`src/gct_pkg.sv`:
```
// Shared types, constants and the two-byte glyph table for the glyph code transcoder.
package gct_pkg;

   localparam logic [7:0] GLYPH_UNKNOWN = 8'h3F;
   localparam logic [7:0] GLYPH_DOT     = 8'h2E;
   localparam logic [7:0] LEAD_C3       = 8'hC3;
   localparam logic [7:0] LEAD_C4       = 8'hC4;
   localparam logic [7:0] LEAD_C5       = 8'hC5;
   localparam logic [7:0] DOT_LIMIT     = 8'd3;
   localparam logic [1:0] MAX_RESULTS   = 2'd3;

   typedef struct packed {
      logic [7:0] text_byte;
      logic       end_of_text;
   } req_payload_type;

   typedef struct packed {
      logic [7:0] glyph_code;
      logic       last_glyph;
   } rsp_payload_type;

   // All result beats caused by one input beat, oldest in entry 0.
   typedef struct packed {
      logic [1:0]      count;
      logic [2:0][7:0] codes;
      logic [2:0]      lasts;
   } bundle_type;

   function automatic logic [7:0] map_pair(input logic [7:0] lead, input logic [7:0] trail);
      logic [7:0] code;
      code = GLYPH_UNKNOWN;
      case (lead)
         LEAD_C4: begin
            case (trail)
               8'h85: code = 8'hB8;
               8'h84: code = 8'hB7;
               8'h87: code = 8'hBD;
               8'h86: code = 8'hC4;
               8'h99: code = 8'hD6;
               8'h98: code = 8'hD7;
               default: code = GLYPH_UNKNOWN;
            endcase
         end
         LEAD_C5: begin
            case (trail)
               8'h82: code = 8'hCF;
               8'h81: code = 8'hD0;
               8'h84: code = 8'hC0;
               8'h83: code = 8'hC1;
               8'h9B: code = 8'hCB;
               8'h9A: code = 8'hCC;
               8'hBA: code = 8'hBB;
               8'hB9: code = 8'hBC;
               8'hBC: code = 8'hB9;
               8'hBB: code = 8'hBA;
               default: code = GLYPH_UNKNOWN;
            endcase
         end
         LEAD_C3: begin
            case (trail)
               8'hB3: code = 8'hBE;
               8'h93: code = 8'hBF;
               default: code = GLYPH_UNKNOWN;
            endcase
         end
         default: code = GLYPH_UNKNOWN;
      endcase
      return code;
   endfunction

endpackage

```
`src/utf8_to_glyph_code_transcoder.sv`:
```
// A released glyph enters the bundle queue as its text beat is taken; rsp offers the queue head.
// Throughput: one text beat per cycle while the queue is not full; the output serializer sends
// one glyph per cycle while rsp_ready is high, so a beat that releases k glyphs (k up to 3, as
// at a truncation) takes k output beats. The bundle queue of QUEUE_DEPTH entries lets input
// continue while output is stalled. Reset is synchronous and active high: it empties the queue,
// clears the string state and sets max_glyphs to 0 (unlimited); held glyph storage is not cleared.
module utf8_to_glyph_code_transcoder #(
   parameter int QUEUE_DEPTH = 2
) (
   input  logic                     clock,
   input  logic                     reset,
   input  logic                     csr_wr_en,
   input  logic [7:0]               csr_wr_data,
   input  logic                     req_valid,
   output logic                     req_ready,
   input  gct_pkg::req_payload_type req_payload,
   output logic                     rsp_valid,
   input  logic                     rsp_ready,
   output gct_pkg::rsp_payload_type rsp_payload
);
   import gct_pkg::*;

   logic       push_valid;
   logic       push_ready;
   bundle_type push_bundle;
   logic       head_valid;
   logic       head_pop;
   bundle_type head_bundle;

   gct_front u_front (
      .clock       (clock),
      .reset       (reset),
      .csr_wr_en   (csr_wr_en),
      .csr_wr_data (csr_wr_data),
      .req_valid   (req_valid),
      .req_ready   (req_ready),
      .req_payload (req_payload),
      .push_valid  (push_valid),
      .push_ready  (push_ready),
      .push_bundle (push_bundle)
   );

   gct_queue #(
      .DEPTH (QUEUE_DEPTH)
   ) u_queue (
      .clock       (clock),
      .reset       (reset),
      .push_valid  (push_valid),
      .push_ready  (push_ready),
      .push_bundle (push_bundle),
      .head_valid  (head_valid),
      .head_pop    (head_pop),
      .head_bundle (head_bundle)
   );

   gct_back u_back (
      .clock       (clock),
      .reset       (reset),
      .head_valid  (head_valid),
      .head_bundle (head_bundle),
      .head_pop    (head_pop),
      .rsp_valid   (rsp_valid),
      .rsp_ready   (rsp_ready),
      .rsp_payload (rsp_payload)
   );

endmodule

```
`src/gct_front.sv`:
```
// Front end: accepts text bytes, decodes them, applies the glyph limit and builds result bundles.
module gct_front (
   input  logic                   clock,
   input  logic                   reset,
   input  logic                   csr_wr_en,
   input  logic [7:0]             csr_wr_data,
   input  logic                   req_valid,
   output logic                   req_ready,
   input  gct_pkg::req_payload_type req_payload,
   output logic                   push_valid,
   input  logic                   push_ready,
   output gct_pkg::bundle_type    push_bundle
);
   import gct_pkg::*;

   logic [7:0]      max_glyphs_ff;
   logic            lead_pending_ff, lead_pending_in;
   logic [7:0]      lead_value_ff, lead_value_in;
   logic [7:0]      glyphs_accepted_ff, glyphs_accepted_in;
   logic            cut_flag_ff, cut_flag_in;
   logic [2:0][7:0] held_glyphs_ff, held_glyphs_in;
   logic [1:0]      held_count_ff, held_count_in;

   logic            have;
   logic [7:0]      glyph;
   logic            pop;
   logic [2:0][7:0] shifted;
   logic [1:0]      after_count;
   logic            limit_hit;
   logic            releasable;
   logic            accept;
   logic [7:0]      text_byte;
   logic            eot;
   bundle_type      bundle;

   assign text_byte = req_payload.text_byte;
   assign eot       = req_payload.end_of_text;
   assign limit_hit = (max_glyphs_ff != 8'd0) && (glyphs_accepted_ff >= max_glyphs_ff);
   // The oldest held glyph may go out once it can no longer be replaced by the dots.
   assign releasable = (max_glyphs_ff < DOT_LIMIT) ||
      (({1'b0, glyphs_accepted_ff} + 9'd3 - {7'd0, held_count_ff}) < {1'b0, max_glyphs_ff});

   always_comb begin
      lead_pending_in    = lead_pending_ff;
      lead_value_in      = lead_value_ff;
      glyphs_accepted_in = glyphs_accepted_ff;
      cut_flag_in        = cut_flag_ff;
      held_glyphs_in     = held_glyphs_ff;
      held_count_in      = held_count_ff;
      bundle             = '0;
      have               = 1'b0;
      glyph              = 8'd0;
      pop                = 1'b0;
      shifted            = held_glyphs_ff;
      after_count        = held_count_ff;

      if (cut_flag_ff) begin
         if (eot) begin
            lead_pending_in    = 1'b0;
            lead_value_in      = 8'd0;
            glyphs_accepted_in = 8'd0;
            cut_flag_in        = 1'b0;
            held_count_in      = 2'd0;
         end
      end else begin
         if (lead_pending_ff) begin
            glyph           = map_pair(lead_value_ff, text_byte);
            have            = 1'b1;
            lead_pending_in = 1'b0;
            lead_value_in   = 8'd0;
         end else if (!text_byte[7]) begin
            glyph = text_byte;
            have  = 1'b1;
         end else if (eot) begin
            // A lone lead byte at the end of the string.
            glyph = GLYPH_UNKNOWN;
            have  = 1'b1;
         end else begin
            lead_pending_in = 1'b1;
            lead_value_in   = text_byte;
         end

         if (have) begin
            if (limit_hit) begin
               if (max_glyphs_ff >= DOT_LIMIT) begin
                  bundle.count = MAX_RESULTS;
                  bundle.codes = {GLYPH_DOT, GLYPH_DOT, GLYPH_DOT};
                  bundle.lasts = 3'b100;
               end else begin
                  bundle.count = held_count_ff;
                  bundle.codes = held_glyphs_ff;
                  case (held_count_ff)
                     2'd1:    bundle.lasts = 3'b001;
                     2'd2:    bundle.lasts = 3'b010;
                     2'd3:    bundle.lasts = 3'b100;
                     default: bundle.lasts = 3'b000;
                  endcase
               end
               held_count_in = 2'd0;
               cut_flag_in   = 1'b1;
               if (eot) begin
                  lead_pending_in    = 1'b0;
                  lead_value_in      = 8'd0;
                  glyphs_accepted_in = 8'd0;
                  cut_flag_in        = 1'b0;
               end
            end else begin
               if (eot) begin
                  pop = (held_count_ff == 2'd3);
               end else begin
                  pop = (held_count_ff == 2'd3) || ((held_count_ff != 2'd0) && releasable);
               end
               if (pop) begin
                  shifted[0]  = held_glyphs_ff[1];
                  shifted[1]  = held_glyphs_ff[2];
                  shifted[2]  = held_glyphs_ff[2];
                  after_count = held_count_ff - 2'd1;
               end
               shifted[after_count] = glyph;
               if (glyphs_accepted_ff != 8'hFF) begin
                  glyphs_accepted_in = glyphs_accepted_ff + 8'd1;
               end
               held_glyphs_in = shifted;
               if (eot) begin
                  // Flush everything held, the new glyph last.
                  bundle.count       = after_count + 2'd1;
                  bundle.codes       = shifted;
                  bundle.lasts       = 3'(3'b001 << after_count);
                  lead_pending_in    = 1'b0;
                  lead_value_in      = 8'd0;
                  glyphs_accepted_in = 8'd0;
                  cut_flag_in        = 1'b0;
                  held_count_in      = 2'd0;
               end else begin
                  if (pop) begin
                     bundle.count    = 2'd1;
                     bundle.codes[0] = held_glyphs_ff[0];
                  end
                  held_count_in = after_count + 2'd1;
               end
            end
         end
      end
   end

   assign req_ready   = push_ready;
   assign accept      = req_valid && req_ready;
   assign push_valid  = req_valid && (bundle.count != 2'd0);
   assign push_bundle = bundle;

   always_ff @(posedge clock) begin
      if (reset) begin
         max_glyphs_ff      <= 8'd0;
         lead_pending_ff    <= 1'b0;
         lead_value_ff      <= 8'd0;
         glyphs_accepted_ff <= 8'd0;
         cut_flag_ff        <= 1'b0;
         held_count_ff      <= 2'd0;
      end else begin
         if (csr_wr_en) begin
            max_glyphs_ff <= csr_wr_data;
         end
         if (accept) begin
            lead_pending_ff    <= lead_pending_in;
            lead_value_ff      <= lead_value_in;
            glyphs_accepted_ff <= glyphs_accepted_in;
            cut_flag_ff        <= cut_flag_in;
            held_count_ff      <= held_count_in;
         end
      end
   end

   always_ff @(posedge clock) begin
      if (accept) begin
         held_glyphs_ff <= held_glyphs_in;
      end
   end

endmodule

```
`src/gct_queue.sv`:
```
// Short register queue of result bundles between the front end and the output serializer.
module gct_queue #(
   parameter int DEPTH = 2
) (
   input  logic                clock,
   input  logic                reset,
   input  logic                push_valid,
   output logic                push_ready,
   input  gct_pkg::bundle_type push_bundle,
   output logic                head_valid,
   input  logic                head_pop,
   output gct_pkg::bundle_type head_bundle
);
   import gct_pkg::*;

   localparam int PTR_W = (DEPTH > 1) ? $clog2(DEPTH) : 1;
   localparam int CNT_W = $clog2(DEPTH + 1);
   localparam logic [PTR_W-1:0] LAST_PTR = PTR_W'(DEPTH - 1);
   localparam logic [CNT_W-1:0] FULL_CNT = CNT_W'(DEPTH);

   bundle_type       entries_ff [DEPTH];
   logic [PTR_W-1:0] wr_ptr_ff, wr_ptr_in;
   logic [PTR_W-1:0] rd_ptr_ff, rd_ptr_in;
   logic [CNT_W-1:0] count_ff, count_in;
   logic             do_push;
   logic             do_pop;

   assign push_ready  = (count_ff != FULL_CNT);
   assign head_valid  = (count_ff != '0);
   assign head_bundle = entries_ff[rd_ptr_ff];
   assign do_push     = push_valid && push_ready;
   assign do_pop      = head_pop && head_valid;

   always_comb begin
      wr_ptr_in = wr_ptr_ff;
      rd_ptr_in = rd_ptr_ff;
      count_in  = count_ff;
      if (do_push) begin
         wr_ptr_in = (wr_ptr_ff == LAST_PTR) ? '0 : wr_ptr_ff + PTR_W'(1);
      end
      if (do_pop) begin
         rd_ptr_in = (rd_ptr_ff == LAST_PTR) ? '0 : rd_ptr_ff + PTR_W'(1);
      end
      if (do_push && !do_pop) begin
         count_in = count_ff + CNT_W'(1);
      end else if (do_pop && !do_push) begin
         count_in = count_ff - CNT_W'(1);
      end
   end

   always_ff @(posedge clock) begin
      if (reset) begin
         wr_ptr_ff <= '0;
         rd_ptr_ff <= '0;
         count_ff  <= '0;
      end else begin
         wr_ptr_ff <= wr_ptr_in;
         rd_ptr_ff <= rd_ptr_in;
         count_ff  <= count_in;
      end
   end

   always_ff @(posedge clock) begin
      if (do_push) begin
         entries_ff[wr_ptr_ff] <= push_bundle;
      end
   end

endmodule

```
`src/gct_back.sv`:
```
// Back end: sends the glyphs of the head bundle out one beat at a time.
module gct_back (
   input  logic                    clock,
   input  logic                    reset,
   input  logic                    head_valid,
   input  gct_pkg::bundle_type     head_bundle,
   output logic                    head_pop,
   output logic                    rsp_valid,
   input  logic                    rsp_ready,
   output gct_pkg::rsp_payload_type rsp_payload
);
   import gct_pkg::*;

   logic [1:0] index_ff, index_in;
   logic       beat;
   logic       final_beat;

   assign rsp_valid              = head_valid;
   assign rsp_payload.glyph_code = head_bundle.codes[index_ff];
   assign rsp_payload.last_glyph = head_bundle.lasts[index_ff];
   assign beat                   = rsp_valid && rsp_ready;
   assign final_beat             = (index_ff == head_bundle.count - 2'd1);
   assign head_pop               = beat && final_beat;

   always_comb begin
      index_in = index_ff;
      if (beat) begin
         index_in = final_beat ? 2'd0 : index_ff + 2'd1;
      end
   end

   always_ff @(posedge clock) begin
      if (reset) begin
         index_ff <= 2'd0;
      end else begin
         index_ff <= index_in;
      end
   end

endmodule

```
`config.mk`:
```
export PLATFORM = sky130hd
export DESIGN_NAME = utf8_to_glyph_code_transcoder
export DESIGN_NICKNAME = d
export VERILOG_FILES = /design/src/gct_pkg.sv /design/src/utf8_to_glyph_code_transcoder.sv /design/src/gct_front.sv /design/src/gct_queue.sv /design/src/gct_back.sv
export SDC_FILE = /design/constraint.sdc
export NUM_CORES = 1
export LEC_CHECK = 0
export BUFFER_PORTS_ARGS = -buffer_cell sky130_fd_sc_hd__buf_2
export CELL_PAD_IN_SITES_DETAIL_PLACEMENT = 2
export CELL_PAD_IN_SITES_GLOBAL_PLACEMENT = 2
export CORE_ASPECT_RATIO = 1.2
export CORE_UTILIZATION = 37
export DETAILED_ROUTE_END_ITERATION = 10
export HOLD_SLACK_MARGIN = 0.1
export PLACE_DENSITY_LB_ADDON = 0.1
export SETUP_SLACK_MARGIN = 0.02
export SLEW_MARGIN = 25
export SYNTH_ARGS = -nofsm -noshare
export SYNTH_HDL_FRONTEND = slang
export SYNTH_HIERARCHICAL = 1
export SYNTH_SLANG_ARGS = --single-unit
```
`constraint.sdc`:
```
create_clock -name clock -period 5.4 [get_ports clock]
set_input_delay 1.08 -clock clock [delete_from_list [all_inputs] [get_ports clock]]
set_output_delay 1.08 -clock clock [all_outputs]
set_load 0.1 [all_outputs]
```
==> results.cfg, run 1 <==
[status]
status = finished, final reports clean

[logic_synthesis]
synthCells = 723
async_flop_share_pct = 0
synth_edf_count = 82
synth.area.top_cells = edfxtp_1 (34%), dfxtp_1 (9.6%), ha_1 (6.5%)
syn_avg_cell_area_sq_um = 10.1
ys_warn_count = 6
synth-simple-area-share_pct = 15.0
yosys.area.top_type = edfxtp_1
synth_fp_nets = 784
ys_seq_elements = 117
ys_seq_area_share_pct = 43.4
synth_fa_ha_area_share_pct = 6.80
yosysTopAreaCellShare_pct = 33.8
ys_types = 75
synthXorXnorAreaFrac_pct = 2.16
synthMuxAreaShare_pct = 10.3
synth_compound_area_share_pct = 17.8
synth_area_sq_um = 7280
synth_top_family_by_area = compound AO/OA/AOI/OAI gates
synth_ff_type = edfxtp_1

[worst_setup_path]
startpoint_type = register
crit_fanout = 5
cp_num_cells = 21
end_kind = register
crit_buf_inv = 1
crit_chain = inv_1, ha_1, ha_1, nand2_1, a311oi_2, nor2b_1, xnor2_1, ha_1, a211oi_2, o211ai_1, a2111oi_4, a21o_1, and2_1, a21o_1, ha_1, nand3_1, a31oi_4, and2_1, ha_1, or3_1, a21oi_1
cp.arrival_ns = 5.65
crit_top_cell = ha_1
critPathMaxStageDelay_ns = 0.57
slowest_stage = a2111oi_4
rr_worst_depth = 21
cpLargestDelayFamily = compound AO/OA/AOI/OAI gates
crit_required_ns = 5.75
worstSetupPathType = reg -> reg

[global_route]
grt_overflow = 0
grt_max_degree = 30
track_usage_pct = 23.9
grt_pass1_vias = 6505
grt_pass1_wl_microns = 36500
antenna_found_initial = 0

[drt]
drtPass1Iterations = 4
wl_per_cell_microns = 22.5
route.detailed.vias_per_inst = 5.73
vias = 5894
antenna_left = 0
wirelength_microns = 23100
drc = 0
drtIter0Drc = 219

[placement]
dpl.hpwl_microns = 16500
dp_cells = 995
gp_congestion = 0.828
port_buffers = 32

[timing]
tightest_slew_ns = 1.07
tns_ns = 0
setup_viol = 0
layout_min_cycle_time_ns = 5.29
slew_headroom_pct = 28.0
max_freq_mhz = 189
hold_viol_final = 0
fin_crit_sh_pct = 98.0
final_max_slew_viol_count = 0
fin_worst_skew_ns = 0.0100

[floorplan]
die_y_microns = 156
coreArea_sq_um = 19100
pin_count = 33
rows = 55
initial_core_util_pct = 38.2
dieArea_sq_um = 20300
die_w_microns = 130

[run]
maxCapViolations = 0

[cells_and_area]
n_antenna_cell = 0
nets = 821
final_util_pct = 44.4
final_cell_mix = edfxtp_1 (82), nor2_1 (64), a21oi_1 (49)
final_cells = 1029
layout_commonest_cell = edfxtp_1
syn2layout_area_growth_pct = 16.2
drive_above_1_share_pct = 20.2

[min_path]
worstHoldPathCells = 2
hold_path_class = reg -> reg

[clock_network]
insertion_delay_ns = 0.43
clock-sinks = 117
cts_buffers = 17
clock-root-buffer = clkbuf_16
clockBufferDepth = 2
cts_tree = built
cts_hold_buf = 0
cts.clk_slew.worst_paths_ns = 0.06
cts_max_level = 4

[power_and_ir_drop]
irDropWorstVdd_v = 0.000210
finalPower_mw = 3.39
p_leak_nw = 3.22
power_density_nw_per_um2 = 400
-- cell families (layout without fill, tap and decap cells) --
kind of cell | Yosys count | after routing
AND/OR/NAND/NOR | 212 | 212
AO/OA/AOI/OAI | 190 | 190
flip-flops | 117 | 117
buffers and inverters | 76 | 126
multiplexers | 71 | 71
adder cells (fa/ha/maj) | 39 | 39
XOR/XNOR | 18 | 18
-- tightest hold or removal path, delay by kind of cell (launching register included) --
family / cells / cell delay [ns]
flip-flops: 1 / 0.31
buffers and inverters: 1 / 0.05
AO/OA/AOI/OAI: 1 / 0.05
-- worst paths after layout --
| kind | endpoint | slack, ns | startpoint |
|---|---|---|---|
| max | u_queue/count_ff[1] | 0.11 | u_front/held_count_ff[1] |
| min | u_front/lead_value_ff[7] | 0.46 | u_front/lead_value_ff[7] |
| max reg2reg | u_queue/count_ff[1] | 0.11 | u_front/held_count_ff[1] |
| min reg2reg | u_front/lead_value_ff[7] | 0.46 | u_front/lead_value_ff[7] |
-- stage by stage --
| stage | area (sq um) | hold slack (ns) | worst slack (ns) |
|---|---|---|---|
| 2_1_floorplan | 7280 | 0.426 | 0.145 |
| 3_3_place_gp | 7760 | 0.433 | 0.171 |
| 3_5_place_dp | 7760 | 0.460 | -0.129 |
| 4_1_cts | 8400 | 0.470 | 0.0396 |
| 5_1_grt | 8470 | 0.501 | -0.124 |
| 6_report | 8470 | 0.460 | 0.109 |
-- cell usage after synthesis, drive strengths merged (7+ instances only) --
cell and count:
edfxtp 82, nor2 64, a21oi 53, o21ai 50
nand2 47, inv 41, ha 38, mux2i 37
dfxtp 35, mux2 34, clkbuf 20, buf 15
nand3 14, nor3 14, xnor2 12, nand2b 11
a21o 9, and3 9, o221ai 9, nor2b 8
nor3b 8, o21a 7, or3 7
-- power by group --
group          internal [mW]  switching, mW  leakage [nW]
Clock                  0.740          0.467         0.298
Sequential              1.13         0.0627          1.05
Combinational          0.297          0.688          1.87
Total                   2.17           1.22          3.22
-- flip-flops by register name (all words and copies together) (netlist names), named ones only --
signal                      flops
u_front/lead_value_ff           8
u_front/lead_pending_ff         1
u_front/held_glyphs_ff         24
u_queue/count_ff                2
u_back/index_ff                 2
u_queue/entries_ff             58
u_front/held_count_ff           2
u_front/glyphs_accepted_ff      8
u_queue/rd_ptr_ff               1
u_front/cut_flag_ff             1
u_front/max_glyphs_ff           8
u_queue/wr_ptr_ff               1
-- final cells by class --
type | count | area, sq um
Multi-Input combinational cell | 530 | 3870
Clock buffer | 17 | 425
Tap cell | 256 | 320
Sequential cell | 117 | 3160
Timing Repair Buffer | 53 | 343
Clock inverter | 15 | 193
Fill cell | 2053 | 10600
Inverter | 41 | 154
-- per-layer routing --
metal  GRT usage (%)  vias up  part of all wire, %
li1                -     2765                    -
met1            28.5     3017                   43
met2            43.5       88                   53
met3            3.43       24                  2.4
met4            7.31        0                  1.3
met5               0        -                    0
-- repair_timing --
item,4_1_cts,5_1_grt
buffers inserted,0,2
gates cloned,0,0
setup endpoints to repair,82,78
hold endpoints to repair,0,0
pin swaps,0,7
resized for setup,3,12
Power figures use the tool's default switching activity.
==> run 2: changes to the inputs <==
- CORE_UTILIZATION: 37 -> 25
- SKIP_CTS_REPAIR_TIMING: default -> 1
==> results.cfg, run 2 (synthesized netlist as in run 1, its figures left out) <==
[timing]
slew_headroom_pct = 44.0
tightest_slew_ns = 0.840
hold_viol_final = 0
grt_setup_unrepaired = false
fin_crit_sh_pct = 93.8
layout_min_cycle_time_ns = 5.07
worst_hold_slack_ns = 0.450
setup_viol = 0
max_freq_mhz = 197
fin_worst_skew_ns = 0.00893
final_max_slew_viol_count = 0

[cells_and_area]
syn2layout_area_growth_pct = 17.2
regMostFlops = u_queue/entries_ff
final_cell_mix = edfxtp_1 (82), nor2_1 (64), a21oi_1 (51)
final_util_pct = 29.8
drive_above_1_share_pct = 19.6
final_cells = 1161
largest_reg_flops = 58
nets = 824
top_regs = u_queue/entries_ff: 58 flops, u_front/held_glyphs_ff: 24 flops
layout_commonest_cell = edfxtp_1
n_antenna_cell = 0

[power_and_ir_drop]
power_density_nw_per_um2 = 378
pwr-share-clk_pct = 32.9
internal-power_mw = 2.06
irDropWorstVdd_v = 0.000176
p_comb_share_pct = 30.0
swShare_pct = 36.2
pwr-share-seq_pct = 37.1
switchingPower_mw = 1.17
finalPower_mw = 3.22
p_leak_nw = 3.19

[global_route]
grt_pass1_vias = 6366
met1_usage_pct = 19.8
antenna_found_initial = 0
grt_pass1_wl_microns = 36800
use_met3_pct = 2.31
grt_overflow = 0
track_usage_pct = 16.5
grt.busiest_layer = met2
grt_use_met2_pct = 29.1
grt_max_degree = 30

[drt]
route.detailed.vias_per_inst = 4.93
drc = 0
drtIter0Drc = 228
drtPass1Iterations = 4
antenna_left = 0
wl_per_cell_microns = 19.9
vias = 5729
wirelength_microns = 23100

[min_path]
hold_path_class = reg -> reg

[floorplan]
coreArea_sq_um = 28700
pin_count = 33
die_w_microns = 158
rows = 68
dieArea_sq_um = 29800
initial_core_util_pct = 25.4
die_y_microns = 189

[clock_network]
cts_buffers = 17
clockBufferDepth = 2
clock-root-buffer = clkbuf_16
clock-sinks = 117
cts.clk_slew.worst_paths_ns = 0.06
cts_max_level = 4
cts_tree = built
insertion_delay_ns = 0.42

[worst_setup_path]
regToRegSetupSlack_ns = 0.33
worstSetupPathType = reg -> reg
cp.arrival_ns = 5.41
end_kind = register
crit_fanout = 5
crit_required_ns = 5.74
startpoint_type = register

[run]
maxCapViolations = 0

[placement]
dp_cells = 1128
dpl.hpwl_microns = 17500
gp_congestion = 0.797
port_buffers = 32

[status]
status = finished, final reports clean
## run 2: cell types whose count changed in the layout (fill, tap and decap cells not counted), sizes merged
cell,previous run,this run
inv,49,42
clkinv,2,8
buf,53,56
bufinv,3,1
clkinvlp,2,4
clkbuf,17,18
## run 2: path summary, 6_finish.rpt
kind / startpoint / endpoint / cells past startpoint
worst min register to register: u_front/lead_value_ff[7] / u_front/lead_value_ff[7] / 2
worst max register to register: u_front/held_count_ff[1] / u_queue/count_ff[1] / 19
worst min-delay path: u_front/lead_value_ff[7] / u_front/lead_value_ff[7] / 2
worst max-delay path: u_front/held_count_ff[1] / u_queue/count_ff[1] / 19
## run 2: final cells by class
class / count / area [sq um]
sequential: 117 / 3160
clock buffer: 18 / 429
tap: 385 / 482
fill: 3189 / 20100
multi-input combinational: 530 / 3830
clock inverter: 14 / 113
timing repair buffer: 56 / 365
inverter: 41 / 154
## run 2: worst max-delay path, cell delays in order, from the launching register on
cell,delay [ns]
dfxtp_1,0.34
inv_1,0.10
ha_1,0.30
ha_1,0.23
fa_1,0.42
a211oi_2,0.25
xnor2_1,0.10
ha_1,0.21
a211oi_2,0.27
o211ai_1,0.21
a2111oi_4,0.52
a21oi_2,0.17
a21o_1,0.25
ha_1,0.32
nand3_1,0.12
a31oi_2,0.23
and2_1,0.15
ha_1,0.26
or3_1,0.36
a21oi_1,0.17
## run 2: per-stage QoR
stage                     worst slack (ns)  area (sq um)  TNS (ns)
after floorplan                      0.145          7280         0
after global placement               0.193          7950         0
after detailed placement           -0.0133          7950   -0.0133
after CTS                          -0.0584          8500    -0.200
after global routing                0.0204          8540         0
final                                0.335          8540         0
## run 2: power by group through the flow
stage / Sequential, mW / Clock [mW] / Combinational [mW]
after floorplan: 1.19 / 0 / 0.707
after global placement: 1.21 / 0 / 0.949
after detailed placement: 1.22 / 0 / 0.977
after CTS: 1.20 / 1.10 / 0.982
after global routing: 1.21 / 1.14 / 1.05
final: 1.20 / 1.06 / 0.968
## run 2: per-layer routing
layer / vias up / wire length, microns
met5: - / 0
met4: 0 / 489
met3: 22 / 445
met2: 62 / 11800
met1: 2883 / 10400
li1: 2762 / -
==> run 3: changes to the inputs <==
- CORE_ASPECT_RATIO: 1.2 -> 1.5
==> results.cfg, run 3 (synthesized netlist as in run 1, its figures left out) <==
[clock_network]
cts_max_level = 4
cts.clk_slew.worst_paths_ns = 0.06
insertion_delay_ns = 0.43
clock-sinks = 117
cts_tree = built
clockBufferDepth = 2
clock-root-buffer = clkbuf_16
cts_buffers = 17

[drt]
wl_per_cell_microns = 20.3
wl_met2_microns = 12900
top_layer_used = met4
drtIter0Drc = 250
antenna_left = 0
vias = 5810
route.detailed.vias_per_inst = 5.01
wl_met3_microns = 542
wirelength_microns = 23600
drc = 0
met1Wirelength_microns = 9450
drtPass1Iterations = 4

[cells_and_area]
top_regs = u_queue/entries_ff: 58 flops, u_front/held_glyphs_ff: 24 flops
final_cells = 1160
final_cell_mix = edfxtp_1 (82), nor2_1 (64), a21oi_1 (50)
final_util_pct = 30.0
largest_reg_flops = 58
syn2layout_area_growth_pct = 18.4
ff_latch_area_sq_um = 3160
nets = 818
final_design_area_no_fill_sq_um = 8630
multiInputGateArea_sq_um = 3850
layout_commonest_cell = edfxtp_1
drive_above_1_share_pct = 19.5
n_antenna_cell = 0
n_fill_cell = 3203
regMostFlops = u_queue/entries_ff

[timing]
fin_crit_sh_pct = 95.2
layout_min_cycle_time_ns = 5.14
hold_viol_final = 0
max_freq_mhz = 195
final_max_slew_viol_count = 0
tns_ns = 0
slew_headroom_pct = 37.8
grt_setup_unrepaired = false
setup_viol = 0
fin_worst_skew_ns = 0.00619
tightest_slew_ns = 0.933

[power_and_ir_drop]
p_leak_nw = 3.23
power_density_nw_per_um2 = 397
finalPower_mw = 3.42
irDropWorstVdd_v = 0.000239

[floorplan]
pin_count = 33
rows = 76
dieArea_sq_um = 29800
die_w_microns = 141
initial_core_util_pct = 25.4
die_y_microns = 211
coreArea_sq_um = 28700

[global_route]
track_usage_pct = 16.7
grt_pass1_vias = 6585
grt_max_degree = 30
antenna_found_initial = 0
grt_overflow = 0
grt_pass1_wl_microns = 37300

[worst_setup_path]
rr_worst_depth = 20
cp.arrival_ns = 5.50
end_kind = register
crit_fanout = 5
crit_required_ns = 5.76
r2r_end = u_queue/count_ff[1]
regToRegSetupSlack_ns = 0.26
startpoint_type = register
timing.rr.start = u_front/held_count_ff[1]
cp-endpoint = u_queue/count_ff[1]
startpoint = u_front/held_count_ff[1]
worstSetupPathType = reg -> reg

[placement]
dp_cells = 1128
placed_area_sq_um = 7920
port_buffers = 32
dpl.hpwl_microns = 17800
gp_congestion = 0.817

[min_path]
worstHoldPathCells = 2
hold_path_class = reg -> reg

[run]
maxCapViolations = 0

[status]
status = finished, final reports clean
[run 3: changes by cell type in the layout (fill, tap and decap cells not counted), moves of 2 or more]
cell	before	now
buf_4	22	16
bufinv_16	1	5
clkinvlp_4	4	1
inv_6	1	4
clkinv_1	3	1
[run 3: worst max-delay path, stage by stage (launching register included)]
cell and delay (ns):
dfxtp_1 0.33, inv_1 0.10, ha_1 0.24, ha_1 0.28, nand2_1 0.07, a311oi_2 0.36, nor2b_1 0.14, xnor2_1 0.15
ha_1 0.31, a211oi_2 0.26, o211ai_1 0.22, a2111oi_4 0.49, a21oi_2 0.19, a21o_1 0.26, ha_1 0.32, nand3_1 0.15
a31oi_4 0.25, and2_1 0.16, ha_1 0.27, or3_1 0.37, a21oi_1 0.14
[run 3: metal layers]
layer	vias up	global-route usage, %
met1	2939	18.0
met5	-	0
met4	0	7.97
met2	71	31.3
met3	45	2.72
li1	2755	-
[run 3: report_power, final]
part           internal (mW)  total, mW  leakage (nW)  switching, mW
logic                  0.289      0.963          1.86          0.674
clock network          0.821       1.26         0.316          0.443
registers               1.13       1.19          1.05         0.0619
total                   2.24       3.42          3.23           1.18
[run 3: through the flow]
step                      worst slack (ns)  hold WS (ns)
final                                0.262         0.448
after global routing                0.0427         0.492
after CTS                           0.0115         0.450
after detailed placement            0.0481         0.441
after global placement               0.231         0.438
after floorplan                      0.145         0.426
[run 3: how the worst min path moves through the flow]
stage                                   from                  endpoint  slack, ns
floorplan           u_front/lead_value_ff[7]  u_front/lead_value_ff[7]       0.43
global placement    u_front/lead_value_ff[7]  u_front/lead_value_ff[7]       0.44
detailed placement  u_front/lead_value_ff[7]  u_front/lead_value_ff[7]       0.44
CTS                 u_front/lead_value_ff[7]  u_front/lead_value_ff[7]       0.45
global route        u_front/lead_value_ff[7]  u_front/lead_value_ff[7]       0.49
finish              u_front/lead_value_ff[7]  u_front/lead_value_ff[7]       0.45
[run 3: layout make-up]
class / instances / area share (%)
Inverter: 41 / 1.78
Multi-Input combinational cell: 530 / 44.6
Sequential cell: 117 / 36.7
Clock buffer: 17 / 4.93
Clock inverter: 15 / 2.60
Timing Repair Buffer: 50 / 3.71
Tap cell: 390 / 5.66
